[config.mk]
export PLATFORM = sky130hd
export DESIGN_NAME = json_string_unescape_decoder_flat
export DESIGN_NICKNAME = d
export VERILOG_FILES = /design/src/design/jsud_pkg.sv /design/src/design/jsud_if.sv /design/src/design/jsud_decoder.sv /design/src/design/jsud_serializer.sv /design/src/design/json_string_unescape_decoder.sv /design/src/flat_wrapper.sv
export SDC_FILE = /design/constraint.sdc
export NUM_CORES = 1
export LEC_CHECK = 0
export BUFFER_PORTS_ARGS = -buffer_cell sky130_fd_sc_hd__buf_2
export CAP_MARGIN = 40
export CORE_MARGIN = 1.5
export CORE_UTILIZATION = 35
export DETAILED_ROUTE_END_ITERATION = 6
export PLACE_DENSITY = 0.54
export RECOVER_POWER = 25
export SLEW_MARGIN = 20
export SYNTH_ARGS = -nofsm -noshare
export SYNTH_HDL_FRONTEND = slang
export SYNTH_SLANG_ARGS = --single-unit
[constraint.sdc]
create_clock -name clk -period 3.5 [get_ports clk]
set_clock_uncertainty 0.05 [all_clocks]
set_input_delay 0.525 -clock clk [delete_from_list [all_inputs] [get_ports clk]]
set_output_delay 0.525 -clock clk [all_outputs]
set_load 0.1 [all_outputs]
[src/design/jsud_pkg.sv]
`timescale 1ns / 1ps
// ----------------------------------------------------------------------------
// jsud_pkg
// Types, codes and helper functions shared by the JSON string unescape
// decoder: parse modes, result kinds, result records and UTF-8 constants.
// ----------------------------------------------------------------------------
package jsud_pkg;

	localparam int RES_MAX = 4;
	localparam int CNT_W   = $clog2(RES_MAX + 1);

	typedef enum logic [3:0] {
		MODE_WAIT = 4'b0001,
		MODE_STR  = 4'b0010,
		MODE_ESC  = 4'b0100,
		MODE_HEX  = 4'b1000
	} mode_t;

	typedef enum logic [1:0] {
		KIND_DATA  = 2'd0,
		KIND_CLOSE = 2'd1,
		KIND_ERROR = 2'd2
	} kind_t;

	localparam logic [7:0] CH_QUOTE = 8'h22;
	localparam logic [7:0] CH_BSLASH = 8'h5C;
	localparam logic [7:0] CH_SPACE = 8'h20;
	localparam logic [7:0] CH_TAB = 8'h09;
	localparam logic [7:0] CH_LF = 8'h0A;
	localparam logic [7:0] CH_CR = 8'h0D;
	localparam logic [7:0] CH_U = 8'h75;

	localparam logic [15:0] UTF8_LIMIT1 = 16'h0080;
	localparam logic [15:0] UTF8_LIMIT2 = 16'h0800;
	localparam logic [7:0]  UTF8_CONT   = 8'h80;
	localparam logic [7:0]  UTF8_LEAD2  = 8'hC0;
	localparam logic [7:0]  UTF8_LEAD3  = 8'hE0;
	localparam logic [7:0]  UTF8_MASK   = 8'h3F;

	typedef struct packed {
		logic [7:0] out_byte;
		kind_t      result_kind;
		logic       last_of_run;
	} result_t;

	// All results caused by one input request.
	typedef struct packed {
		logic [CNT_W-1:0]          count;
		result_t [RES_MAX-1:0]     res;
	} group_t;

	function automatic result_t mk_result(input logic [7:0] b, input kind_t k);
		result_t r;
		r.out_byte    = b;
		r.result_kind = k;
		r.last_of_run = 1'b0;
		return r;
	endfunction

	// Bit 4 flags a valid hex digit, bits 3:0 hold its value.
	function automatic logic [4:0] hex_value(input logic [7:0] h);
		logic [4:0] v;
		v = 5'd0;
		if (h >= 8'h30 && h <= 8'h39) begin
			v = {1'b1, 4'(h - 8'h30)};
		end else if (h >= 8'h61 && h <= 8'h66) begin
			v = {1'b1, 4'(h - 8'h57)};
		end else if (h >= 8'h41 && h <= 8'h46) begin
			v = {1'b1, 4'(h - 8'h37)};
		end
		return v;
	endfunction

	function automatic logic [7:0] unescape(input logic [7:0] e);
		logic [7:0] r;
		unique case (e)
			8'h6E: r = 8'h0A;
			8'h72: r = 8'h0D;
			8'h74: r = 8'h09;
			8'h62: r = 8'h08;
			8'h66: r = 8'h0C;
			default: r = e;
		endcase
		return r;
	endfunction

endpackage

[src/design/jsud_if.sv]
`timescale 1ns / 1ps
// ----------------------------------------------------------------------------
// jsud_if
// Valid/ready channels of the decoder: source text bytes in, decoded results
// out.
// ----------------------------------------------------------------------------
interface jsud_in_if;
	logic       valid;
	logic       ready;
	logic [7:0] in_byte;
	logic       end_of_input;

	modport source (output valid, output in_byte, output end_of_input, input ready);
	modport sink (input valid, input in_byte, input end_of_input, output ready);
endinterface

interface jsud_out_if;
	logic       valid;
	logic       ready;
	logic [7:0] out_byte;
	logic [1:0] result_kind;
	logic       last_of_run;

	modport source (output valid, output out_byte, output result_kind,
		output last_of_run, input ready);
	modport sink (input valid, input out_byte, input result_kind,
		input last_of_run, output ready);
endinterface

[src/design/jsud_decoder.sv]
`timescale 1ns / 1ps
// ----------------------------------------------------------------------------
// jsud_decoder
// Parse state and the single-pass decode of one source byte into a group of
// up to four results.
// ----------------------------------------------------------------------------
module jsud_decoder (
	input  logic              clk,
	input  logic              arst_n,
	input  logic [7:0]        in_byte,
	input  logic              end_of_input,
	input  logic              take,
	output jsud_pkg::group_t  grp
);

	jsud_pkg::mode_t mode_q, mode_d;
	logic [1:0]      hex_q, hex_d;
	logic [15:0]     cp_q, cp_d;
	logic [15:0]     cp_new;
	logic [4:0]      hv;
	logic [2:0]      n;
	logic [2:0]      n_m1;
	logic            finished;
	logic            is_space;

	always_comb begin
		grp      = '0;
		n        = 3'd0;
		finished = 1'b0;
		mode_d   = mode_q;
		hex_d    = hex_q;
		cp_d     = cp_q;
		hv       = jsud_pkg::hex_value(in_byte);
		cp_new   = {cp_q[11:0], hv[3:0]};
		is_space = (in_byte == jsud_pkg::CH_SPACE) || (in_byte == jsud_pkg::CH_TAB) ||
			(in_byte == jsud_pkg::CH_LF) || (in_byte == jsud_pkg::CH_CR);

		unique case (mode_q)
			jsud_pkg::MODE_WAIT: begin
				if (in_byte == jsud_pkg::CH_QUOTE) begin
					mode_d = jsud_pkg::MODE_STR;
				end else if (!is_space) begin
					grp.res[0] = jsud_pkg::mk_result(8'd0, jsud_pkg::KIND_ERROR);
					n = 3'd1;
					finished = 1'b1;
				end
			end
			jsud_pkg::MODE_STR: begin
				if (in_byte == jsud_pkg::CH_QUOTE) begin
					grp.res[0] = jsud_pkg::mk_result(8'd0, jsud_pkg::KIND_CLOSE);
					n = 3'd1;
					finished = 1'b1;
				end else if (in_byte == jsud_pkg::CH_BSLASH) begin
					mode_d = jsud_pkg::MODE_ESC;
				end else begin
					grp.res[0] = jsud_pkg::mk_result(in_byte, jsud_pkg::KIND_DATA);
					n = 3'd1;
				end
			end
			jsud_pkg::MODE_ESC: begin
				if (in_byte == jsud_pkg::CH_U) begin
					mode_d = jsud_pkg::MODE_HEX;
					hex_d  = 2'd0;
					cp_d   = 16'd0;
				end else begin
					grp.res[0] = jsud_pkg::mk_result(jsud_pkg::unescape(in_byte),
						jsud_pkg::KIND_DATA);
					n = 3'd1;
					mode_d = jsud_pkg::MODE_STR;
				end
			end
			jsud_pkg::MODE_HEX: begin
				if (!hv[4]) begin
					grp.res[0] = jsud_pkg::mk_result(8'd0, jsud_pkg::KIND_ERROR);
					n = 3'd1;
					finished = 1'b1;
				end else if (hex_q == 2'd3) begin
					// Fourth digit: encode the code point as UTF-8.
					if (cp_new < jsud_pkg::UTF8_LIMIT1) begin
						grp.res[0] = jsud_pkg::mk_result(cp_new[7:0], jsud_pkg::KIND_DATA);
						n = 3'd1;
					end else if (cp_new < jsud_pkg::UTF8_LIMIT2) begin
						grp.res[0] = jsud_pkg::mk_result(
							jsud_pkg::UTF8_LEAD2 | {3'd0, cp_new[10:6]}, jsud_pkg::KIND_DATA);
						grp.res[1] = jsud_pkg::mk_result(
							jsud_pkg::UTF8_CONT | (cp_new[7:0] & jsud_pkg::UTF8_MASK),
							jsud_pkg::KIND_DATA);
						n = 3'd2;
					end else begin
						grp.res[0] = jsud_pkg::mk_result(
							jsud_pkg::UTF8_LEAD3 | {4'd0, cp_new[15:12]}, jsud_pkg::KIND_DATA);
						grp.res[1] = jsud_pkg::mk_result(
							jsud_pkg::UTF8_CONT | (cp_new[13:6] & jsud_pkg::UTF8_MASK),
							jsud_pkg::KIND_DATA);
						grp.res[2] = jsud_pkg::mk_result(
							jsud_pkg::UTF8_CONT | (cp_new[7:0] & jsud_pkg::UTF8_MASK),
							jsud_pkg::KIND_DATA);
						n = 3'd3;
					end
					mode_d = jsud_pkg::MODE_STR;
					hex_d  = 2'd0;
					cp_d   = 16'd0;
				end else begin
					cp_d  = cp_new;
					hex_d = hex_q + 2'd1;
				end
			end
			default: begin
				mode_d = jsud_pkg::MODE_WAIT;
			end
		endcase

		// The source ended without a closed string.
		if (end_of_input && !finished) begin
			grp.res[n[1:0]] = jsud_pkg::mk_result(8'd0, jsud_pkg::KIND_ERROR);
			n = n + 3'd1;
			finished = 1'b1;
		end

		if (finished) begin
			mode_d = jsud_pkg::MODE_WAIT;
			hex_d  = 2'd0;
			cp_d   = 16'd0;
		end

		n_m1 = n - 3'd1;
		if (n != 3'd0) begin
			grp.res[n_m1[1:0]].last_of_run = 1'b1;
		end
		grp.count = n;
	end

	always_ff @(posedge clk or negedge arst_n) begin
		if (!arst_n) begin
			mode_q <= jsud_pkg::MODE_WAIT;
			hex_q  <= 2'd0;
			cp_q   <= 16'd0;
		end else if (take) begin
			mode_q <= mode_d;
			hex_q  <= hex_d;
			cp_q   <= cp_d;
		end
	end

endmodule

[src/design/jsud_serializer.sv]
`timescale 1ns / 1ps
// ----------------------------------------------------------------------------
// jsud_serializer
// Result register holding the group of one input request; hands its entries
// out one per cycle while the receiver is ready, and shifts the rest down.
// ----------------------------------------------------------------------------
module jsud_serializer (
	input  logic                           clk,
	input  logic                           arst_n,
	input  logic                           load,
	input  jsud_pkg::group_t               grp,
	output logic                           can_load,
	output logic [jsud_pkg::CNT_W-1:0]     count,
	jsud_out_if.source                     decoded
);

	logic [jsud_pkg::CNT_W-1:0]               cnt_s2;
	jsud_pkg::result_t [jsud_pkg::RES_MAX-1:0] res_s2;
	logic                                     pop;

	assign pop      = decoded.valid && decoded.ready;
	// A new group may enter once the current one is empty or its last entry is being taken.
	assign can_load = (cnt_s2 == '0) ||
		((cnt_s2 == jsud_pkg::CNT_W'(1)) && decoded.ready);
	assign count    = cnt_s2;

	always_ff @(posedge clk or negedge arst_n) begin
		if (!arst_n) begin
			cnt_s2 <= '0;
		end else if (load) begin
			cnt_s2 <= grp.count;
		end else if (pop) begin
			cnt_s2 <= cnt_s2 - jsud_pkg::CNT_W'(1);
		end
	end

	always_ff @(posedge clk) begin
		if (load) begin
			res_s2 <= grp.res;
		end else if (pop) begin
			for (int i = 0; i < jsud_pkg::RES_MAX - 1; i++) begin
				res_s2[i] <= res_s2[i+1];
			end
		end
	end

	assign decoded.valid       = (cnt_s2 != '0);
	assign decoded.out_byte    = res_s2[0].out_byte;
	assign decoded.result_kind = res_s2[0].result_kind;
	assign decoded.last_of_run = res_s2[0].last_of_run;

endmodule

[src/design/json_string_unescape_decoder.sv]
`timescale 1ns / 1ps
// ----------------------------------------------------------------------------
// json_string_unescape_decoder
// Unescapes a quoted JSON string byte by byte, with UTF-8 output for \u.
//
//   channel   dir  payload                                  request
//   text      in   in_byte[7:0], end_of_input               one source byte
//   decoded   out  out_byte[7:0], result_kind[1:0],         one result
//                  last_of_run
//
// A source byte is decoded in the cycle it is accepted; its results sit in
// the result register from the next cycle on and leave one per cycle while the receiver is ready.
// A byte that yields at most one result lets the next byte in every cycle while
// the receiver is ready; a byte that yields more results holds the input until its last
// result is being taken, since the result register has a single output port.
// Reset clears the parse state and empties the result register.
// ----------------------------------------------------------------------------
module json_string_unescape_decoder (
	input  logic        clk,
	input  logic        arst_n,
	jsud_in_if.sink     text,
	jsud_out_if.source  decoded
);

	jsud_pkg::group_t            grp;
	logic                        take;
	logic                        can_load;
	logic [jsud_pkg::CNT_W-1:0]  count;

	assign text.ready = can_load;
	assign take       = text.valid && can_load;

	jsud_decoder u_decoder (
		.clk          (clk),
		.arst_n       (arst_n),
		.in_byte      (text.in_byte),
		.end_of_input (text.end_of_input),
		.take         (take),
		.grp          (grp)
	);

	jsud_serializer u_serializer (
		.clk      (clk),
		.arst_n   (arst_n),
		.load     (take),
		.grp      (grp),
		.can_load (can_load),
		.count    (count),
		.decoded  (decoded)
	);

	// Close and error always end the run of their source byte.
	assert property (@(posedge clk) disable iff (!arst_n)
		decoded.valid && (decoded.result_kind != jsud_pkg::KIND_DATA)
		|-> decoded.last_of_run)
		else $error("close or error result not marked last of run");

	// Entries of a run that remain after a taken result stay queued.
	assert property (@(posedge clk) disable iff (!arst_n)
		decoded.valid && decoded.ready && !decoded.last_of_run |=> decoded.valid)
		else $error("run broken before its last result");

	// Only a result marked last may be the final entry of the register.
	assert property (@(posedge clk) disable iff (!arst_n)
		decoded.valid && (count == jsud_pkg::CNT_W'(1)) |-> decoded.last_of_run)
		else $error("final queued result not marked last of run");

	assert property (@(posedge clk) disable iff (!arst_n)
		decoded.valid |-> (decoded.result_kind != 2'd3))
		else $error("undefined result kind");

endmodule

[src/flat_wrapper.sv]
// flat-port wrapper written by rule: the top's interface ports become plain ports
module json_string_unescape_decoder_flat 
  (clk, arst_n, text_valid, text_in_byte, text_end_of_input, text_ready, decoded_valid, decoded_out_byte, decoded_result_kind, decoded_last_of_run, decoded_ready);
  jsud_in_if text_i ();
  jsud_out_if decoded_i ();
  input  logic clk;
  input  logic arst_n;
  input wire logic [$bits(text_i.valid)-1:0] text_valid;
  input wire logic [$bits(text_i.in_byte)-1:0] text_in_byte;
  input wire logic [$bits(text_i.end_of_input)-1:0] text_end_of_input;
  output wire logic [$bits(text_i.ready)-1:0] text_ready;
  output wire logic [$bits(decoded_i.valid)-1:0] decoded_valid;
  output wire logic [$bits(decoded_i.out_byte)-1:0] decoded_out_byte;
  output wire logic [$bits(decoded_i.result_kind)-1:0] decoded_result_kind;
  output wire logic [$bits(decoded_i.last_of_run)-1:0] decoded_last_of_run;
  input wire logic [$bits(decoded_i.ready)-1:0] decoded_ready;
  assign text_i.valid = text_valid;
  assign text_i.in_byte = text_in_byte;
  assign text_i.end_of_input = text_end_of_input;
  assign text_ready = text_i.ready;
  assign decoded_valid = decoded_i.valid;
  assign decoded_out_byte = decoded_i.out_byte;
  assign decoded_result_kind = decoded_i.result_kind;
  assign decoded_last_of_run = decoded_i.last_of_run;
  assign decoded_i.ready = decoded_ready;
  json_string_unescape_decoder u_core (.clk(clk), .arst_n(arst_n), .text(text_i), .decoded(decoded_i));
endmodule
==> results of run 1 <==
power by group through the flow:
stage	clock network, W	logic [W]	registers, W
after floorplan	0	0.000545	0.000836
after global placement	0	0.000654	0.000821
after detailed placement	0	0.000658	0.000820
after CTS	0.000369	0.000659	0.000808
after global routing	0.000388	0.000695	0.000819
final	0.000352	0.000650	0.000809
metal layers:
layer	up-vias	share of wire (%)	wire [um]	global-route usage (%)
met1	1446	43	4100	25.5
met5	-	0	0	0
met4	0	2.4	226	6.22
met2	131	47	4440	31.1
met3	20	7.2	683	2.51
li1	1463	-	-	-
synth_stat cells (3+ instances only):
cell type / number / area, um^2
clkbuf_1: 14 / 52.6
a31oi_1: 3 / 18.8
inv_1: 10 / 37.5
and3_1: 3 / 18.8
nor2_1: 29 / 109
ha_1: 13 / 163
o31ai_1: 5 / 37.5
nor4b_1: 4 / 35.0
a41o_1: 3 / 30.0
nor3_1: 10 / 50.1
a21oi_1: 17 / 85.1
edfxtp_1: 31 / 931
a32oi_1: 5 / 43.8
a211oi_1: 4 / 30.0
o2111ai_1: 3 / 26.3
nand3_1: 9 / 45.0
buf_2: 4 / 20.0
a21o_1: 4 / 30.0
a22oi_1: 6 / 45.0
and2_1: 5 / 31.3
o211ai_1: 5 / 37.5
a211o_1: 3 / 26.3
o21ai_0: 31 / 155
dfrtp_1: 20 / 500
o21ai_1: 5 / 25.0
nand2_1: 62 / 233
nor2b_1: 7 / 43.8
buf_4: 10 / 75.1
buf_1: 3 / 11.3
a2bb2oi_1: 3 / 26.3
nand2b_1: 4 / 25.0
nor4_1: 3 / 18.8
a22o_1: 3 / 26.3
registers in the layout, indices dropped and copies added (netlist names):
name / cells
u_core.u_serializer.decoded.result_kind: 2
u_core.u_serializer.decoded.out_byte: 8
u_core.u_serializer.count: 3
u_core.u_decoder.cp_q: 12
u_core.u_decoder.mode_q: 4
u_core.u_decoder.hex_q: 2
u_core.u_serializer.res_s2: 20
u_core.u_serializer.decoded.last_of_run: 1
final timing paths:
kind,endpoint,start,cells after the start
setup / recovery,u_core.u_serializer.decoded.out_byte[0],text_in_byte[0],11
hold / removal,u_core.u_serializer.count[0],arst_n,1
setup reg to reg,u_core.u_serializer.decoded.out_byte[0],u_core.u_decoder.mode_q[0],8
hold reg to reg,u_core.u_decoder.hex_q[1],u_core.u_decoder.hex_q[1],2
max in group asynchronous,u_core.u_decoder.cp_q[5],arst_n,1
min in group clk,u_core.u_decoder.hex_q[1],u_core.u_decoder.hex_q[1],2
final cells by class:
type,instances,area [um^2]
fillers,976,5860
multi-input cells,292,1810
flip-flops and latches,52,1460
repair buffers,44,256
well taps,133,166
clock buffers,5,68.8
inverters,10,37.5
clock inverters,3,21.3
per-stage QoR:
step	setup WS (ps)	power, W
detailed placement	63.8	0.00148
CTS	382	0.00184
finish	350	0.00181
global placement	163	0.00147
floorplan	46.6	0.00138
global route	218	0.00190
cells by family after synthesis:
group | count (synthesis)
AND/OR/NAND/NOR | 156
AO/OA/AOI/OAI | 119
flip-flops | 52
buffers and inverters | 42
adder cells (fa/ha/maj) | 13
XOR/XNOR | 2
multiplexers | 2
==> impl_metrics.ini, run 1 <==
[outcome]
status = finished clean

[die]
initial_core_util_pct = 35.9
die_x_um = 103
ios = 26
rows = 36
die_area_um2 = 10500
core_um2 = 9680
dieHeight_um = 103

[synthesis]
synth_fp_nets = 412
synth_top_family_by_area = compound AO/OA/AOI/OAI gates
synth-edff-count = 31
synth_xor_area_share_pct = 0.504
ys.flop_type = edfxtp_1
synthAdderAreaFrac_pct = 4.68
synthMuxAreaShare_pct = 0.612
ys_seq_area_share_pct = 41.9
syn_area_um2 = 3480
yosys_warnings = 0
synth_cell_types = 70
synth_compound_area_share_pct = 23.6
yosys.area_share.simple_pct = 22.7
syn_avg_cell_area_um2 = 9.01
async_flop_share_pct = 40.4
ys_ff_latch = 52
syn_inst = 386

[worst_setup_path]
crit_path_cell_trace = buf_2 -> inv_1 -> ha_1 -> or3b_2 -> and3_1 -> a21o_1 -> o21ai_0 -> nor2_1 -> ha_1 -> a221o_1 -> a32oi_1
crit_path_top_delay_cell = a221o_1
cpLargestDelayFamily = compound AO/OA/AOI/OAI gates
cpPeakStageDelay_ps = 450
end_kind = flip-flop
startpoint_type = input pin
crit_buf_inv = 2
r2r_slack_ps = 410
cpMostUsedCell = ha_1
critPathKind = in2reg
cp.required_ps = 3570
crit_arrival_ps = 3220
cp_max_fo = 8

[place]
port_buffers = 25
dp_cells = 531
hpwl_um = 6990
gp_routability_congestion = 0.961
dpl-instance-area_um2 = 3740

[finish]
layout_common_cells = nand2_1, o21ai_0, edfxtp_1, nor2_1, dfrtp_1
final_common_cell = nand2_1
drive_gt1_share_pct = 13.5
final_util_pct = 39.4
stdcell_area_um2 = 3820
syn_to_final_growth_pct = 9.86
nets = 431
instances_no_fill = 539
diodes = 0

[power]
power_switching_w = 0.000767
clkPwrFrac_pct = 19.5
peakVddDrop_mv = 0.242
pwr-share-comb_pct = 35.9
p_int_w = 0.00104
power.leakage_nw = 1.52
power_frac_seq_pct = 44.7
switching_share_pct = 42.4
powerDensity_nw_per_um2 = 474

[timing]
min_period_ps = 3150
hold_slack_ps = 423
max-slew-margin-rel_pct = 10.7
finalHoldViolCount = 0
setup_violations = 0
grt_setup_unrepaired = false
tightest_slew_ps = 1340
slew_violations = 0
min_period_over_period_pct = 90.0
tns_ps = 0
max_freq_mhz = 317

[drt]
viasPerCell = 5.68
drtAntennaViolNets = 0
drt_iter0_drc = 185
totalWireLength_um = 9450
vias = 3060
wl_per_cell_um = 17.5
remaining_drc_errors = 0
drtPass1Iterations = 5

[global_routing]
grt_pass1_wl_um = 15200
antenna_found_initial = 0
grt_max_degree = 34
grt_remaining_overflow = 0
grtUsageTotal_pct = 18.8
grt_pass1_vias = 2839

[cts]
cts_hold_buf = 0
clkTransAtPathRegs_ps = 110
cts_max_level = 2
clk_latency_ps = 320
clockBufferDepth = 2
cts_root_buf = clkbuf_8
cts.repair.resized = 0
cts_tree = done
post_cts_buffers = 0
clkSinkCount = 52
cts_inserted_buffers = 5

[hold_path]
hold_path.class = in2async

[flow_run]
maxCapViolations = 0
Power figures use the tool's default switching activity.
==> run 2: changes to the inputs <==
- REMOVE_ABC_BUFFERS: unset -> 1
==> impl_metrics.ini, run 2 (same netlist as run 1, synthesis figures left out) <==
[timing]
min_period_ps = 3030
setup_violations = 0
max_freq_mhz = 330
grt_setup_unrepaired = false
finalHoldViolCount = 0
tns_ps = 0
max-slew-margin-rel_pct = 8.38
slew_violations = 0
tightest_slew_ps = 1370
min_period_over_period_pct = 86.7

[finish]
nets = 430
top_register = u_core.u_serializer.res_s2
largest_reg_flops = 20
diodes = 0
drive_gt1_share_pct = 12.8
multi_input_area_um2 = 1810
layout_common_cells = nand2_1, o21ai_0, edfxtp_1, nor2_1, dfrtp_1
fillers = 1002
syn_to_final_growth_pct = 9.68
regArea_um2 = 1460
final_common_cell = nand2_1
final_util_pct = 39.4

[power]
total_power_w = 0.00182
power.leakage_nw = 1.51
peakVddDrop_mv = 0.283
powerDensity_nw_per_um2 = 476

[outcome]
status = finished clean

[global_routing]
antenna_found_initial = 0
grt_remaining_overflow = 0
grtUsageTotal_pct = 19.0
grt_pass1_wl_um = 15400
grt_pass1_vias = 2919
grt_max_degree = 34

[cts]
clk_latency_ps = 310
clkTransAtPathRegs_ps = 100
cts_max_level = 2
post_cts_buffers = 0
cts.repair.resized = 0
cts_tree = done
clockBufferDepth = 2
cts_hold_buf = 0
clkSinkCount = 52
cts_root_buf = clkbuf_8
cts_inserted_buffers = 5

[die]
dieHeight_um = 103
die_x_um = 103
ios = 26
core_um2 = 9680
die_area_um2 = 10500
initial_core_util_pct = 35.9
rows = 36

[worst_setup_path]
startpoint_type = input pin
cpMostUsedCell = ha_1
crit_path_top_delay_cell = or3b_2
cp_max_fo = 4
reg2reg_depth = 10
r2r_slack_ps = 490
regToRegStartpoint = u_core.u_decoder.mode_q[0]
crit_path_cell_trace = buf_2 -> inv_1 -> ha_1 -> or3b_2 -> and3_1 -> a21o_1 -> o21ai_0 -> nor2_1 -> ha_1 -> nand2_1 -> nor2b_1 -> a22o_1 -> a41o_1
end_kind = flip-flop
cpPeakStageDelay_ps = 450
worstReg2RegEnd = u_core.u_serializer.res_s2[11]
crit_arrival_ps = 3060
cp.required_ps = 3520
critPathKind = in2reg

[drt]
wl_per_cell_um = 17.7
totalWireLength_um = 9500
vias = 3043
remaining_drc_errors = 0
drtPass1Iterations = 5
drtAntennaViolNets = 0
drt_iter0_drc = 264
viasPerCell = 5.66

[hold_path]
hold_path.class = in2async

[place]
hpwl_um = 6910
port_buffers = 25
gp_routability_congestion = 0.882

[flow_run]
maxCapViolations = 0
## run 2: cell types whose count changed in the layout (fill, tap and decap cells not counted), sizes merged
cell,previous run,this run
buf,35,34
clkbuf,14,15
inv,11,10
## run 2: metal layers
metal / up-vias / global-route usage [%] / share of wire [%]
met5: - / 0 / 0
met4: 0 / 4.74 / 1.2
met3: 11 / 3.39 / 5.3
met2: 101 / 31.4 / 48
met1: 1464 / 25.7 / 45
li1: 1467 / - / -
## run 2: power breakdown
part	switching, W	total [W]	internal, W
clock	0.000209	0.000348	0.000140
combinational	0.000521	0.000655	0.000134
sequential	0.0000402	0.000812	0.000772
total	0.000770	0.00182	0.00105
## run 2: critical path, delay by kind of cell
kind | cells | cell delay (ps)
AOI/OAI and AO/OA | 4 | 830
and+or+nand+nor | 5 | 960
adders and majority gates | 2 | 550
buffers and inverters | 2 | 180
## run 2: layout make-up
| type | count | share of cell area (%) |
|---|---|---|
| sequential | 52 | 38.2 |
| inverter | 10 | 0.984 |
| timing repair buffer | 43 | 6.73 |
| multi-input combinational | 292 | 47.5 |
| clock inverter | 2 | 0.295 |
| tap | 133 | 4.36 |
| clock buffer | 6 | 1.90 |
## run 2: worst max-delay path by stage
stage	from	endpoint	slack [ps]	cells after the start
global route	u_core.u_decoder.mode_q[0]	u_core.u_serializer.res_s2[11]	310	10
finish	text_in_byte[1]	u_core.u_serializer.res_s2[11]	470	13
floorplan	u_core.u_serializer.count[0]	u_core.u_decoder.mode_q[3]	-720	10
CTS	text_in_byte[1]	u_core.u_serializer.res_s2[11]	500	13
detailed placement	text_in_byte[1]	u_core.u_serializer.res_s2[11]	170	13
global placement	text_in_byte[1]	u_core.u_serializer.res_s2[11]	210	13
## run 2: per-stage QoR
step	hold WS [ps]	worst slack, ps	cells	cell area (um^2)
floorplan	179	-715	354	3310
global placement	425	211	529	3730
detailed placement	434	169	529	3730
CTS	154	499	537	3810
global route	492	310	538	3810
finish	454	466	538	3810
==> run 3: changes to the inputs <==
- clock period: 3.5 -> 3 ns (I/O delays scaled with it)
==> impl_metrics.ini, run 3 (same netlist as run 1, synthesis figures left out) <==
[outcome]
status = finished clean

[place]
gp_routability_congestion = 0.940
port_buffers = 25
dp_cells = 562
hpwl_um = 7210

[worst_setup_path]
critPathKind = reg2reg
critPathLaunch = u_core.u_decoder.cp_q[11]
reg2reg_depth = 10
cpPeakStageDelay_ps = 570
crit_arrival_ps = 2930
crit_end = u_core.u_serializer.res_s2[14]
r2r_slack_ps = 180
crit_path_top_delay_cell = or4_1
worstReg2RegEnd = u_core.u_serializer.res_s2[14]
cpMostUsedCell = buf_4
cp.required_ps = 3110
startpoint_type = flip-flop
regToRegStartpoint = u_core.u_decoder.cp_q[11]
end_kind = flip-flop
crit_path_cell_trace = or4_1 -> nor3_2 -> buf_4 -> o211ai_1 -> nor2_2 -> buf_4 -> inv_1 -> ha_1 -> a211o_1 -> o21ai_0
cp_max_fo = 4

[global_routing]
antenna_found_initial = 0
grt_pass1_vias = 3019
grt_max_degree = 41
grt_remaining_overflow = 0
grtUsageTotal_pct = 19.5
grt_pass1_wl_um = 15700

[cts]
clk_latency_ps = 310
cts_tree = done
cts_inserted_buffers = 5
clkTransAtPathRegs_ps = 100
cts_max_level = 2
cts_root_buf = clkbuf_8
cts_hold_buf = 0
clockBufferDepth = 2
post_cts_buffers = 0
clkSinkCount = 52

[finish]
nets = 462
instances_no_fill = 570
fillers = 992
top_register = u_core.u_serializer.res_s2
drive_gt1_share_pct = 20.4
largest_reg_flops = 20
syn_to_final_growth_pct = 18.2
final_common_cell = nand2_1
layout_common_cells = nand2_1, buf_4, edfxtp_1, o21ai_0, nor2_1
diodes = 0

[drt]
wl_met1_um = 4480
wl_met3_um = 397
wl_per_cell_um = 16.8
drtPass1Iterations = 5
route.met2.wl_um = 4550
top_layer = met4
viasPerCell = 5.55
drt_iter0_drc = 196
vias = 3163
totalWireLength_um = 9580
drtAntennaViolNets = 0
remaining_drc_errors = 0

[power]
power.leakage_nw = 1.70
peakVddDrop_mv = 0.358
powerDensity_nw_per_um2 = 548

[timing]
tightest_slew_ps = 1270
setup_violations = 0
max_freq_mhz = 355
min_period_over_period_pct = 94.0
tns_ps = 0
grt_setup_unrepaired = false
finalHoldViolCount = 0
max-slew-margin-rel_pct = 15.6
min_period_ps = 2820
slew_violations = 0

[die]
die_area_um2 = 10500
initial_core_util_pct = 35.9
rows = 36
dieHeight_um = 103
ios = 26
core_um2 = 9680
die_x_um = 103

[flow_run]
maxCapViolations = 0

[hold_path]
hold_path.class = in2async
run 3: cell count changes in the layout (fill, tap and decap cells not counted), sizes merged:
| cell | before | now |
|---|---|---|
| clkinvlp | 1 | 0 |
| buf | 34 | 66 |
| bufinv | 0 | 1 |
run 3: per-layer routing:
layer / up-vias / track usage, %
met3: 16 / 2.51
met2: 99 / 31.2
li1: 1529 / -
met4: 0 / 5.06
met1: 1519 / 27.8
met5: - / 0
run 3: power by group:
| part | internal (W) | leakage (nW) | total (W) | switching (W) |
|---|---|---|---|---|
| registers | 0.000901 | 0.596 | 0.000947 | 0.0000467 |
| logic | 0.000178 | 1.04 | 0.000786 | 0.000608 |
| clock network | 0.000273 | 0.0614 | 0.000517 | 0.000244 |
run 3: metrics by stage:
stage / setup WS [ps] / power [W] / hold slack (ps) / area, um^2 / utilization, %
2_1_floorplan: -1220 / 0.00154 / 104 / 3310 / -
3_3_place_gp: -135 / 0.00175 / 402 / 3990 / 41.2
3_5_place_dp: -185 / 0.00176 / 407 / 3990 / 41.2
4_1_cts: 125 / 0.00228 / 56.7 / 4110 / 42.4
5_1_grt: 23.4 / 0.00236 / 429 / 4110 / 42.4
6_report: 179 / 0.00225 / 333 / 4110 / 42.4
run 3: critical path: cells and delay by family, from the launching register on:
kind | cells | cell delay, ps
compound gates | 3 | 640
simple gates | 3 | 930
flops | 1 | 430
buf+inv | 3 | 360
fa+ha+maj | 1 | 240
run 3: how the worst min path moves through the flow:
stage	endpoint	slack [ps]	cells past startpoint
final	u_core.u_serializer.count[0]	330	1
after global routing	u_core.u_serializer.count[0]	430	1
after CTS	u_core.u_serializer.count[0]	60	1
after detailed placement	u_core.u_decoder.mode_q[2]	410	1
after global placement	u_core.u_decoder.mode_q[1]	400	1
after floorplan	u_core.u_decoder.cp_q[0]	100	0
run 3: layout make-up:
class,count,area [um^2],area share [%]
multi-input cells,292,1820,44.4
flip-flops and latches,52,1460,35.5
repair buffers,75,502,12.2
well taps,133,166,4.05
clock buffers,6,82.6,2.01
clock inverters,2,38.8,0.944
inverters,10,37.5,0.914
run 3: what timing repair did:
action,in CTS,in global routing
setup endpoints to repair,0,17
hold endpoints to repair,0,0
resized for setup,0,5
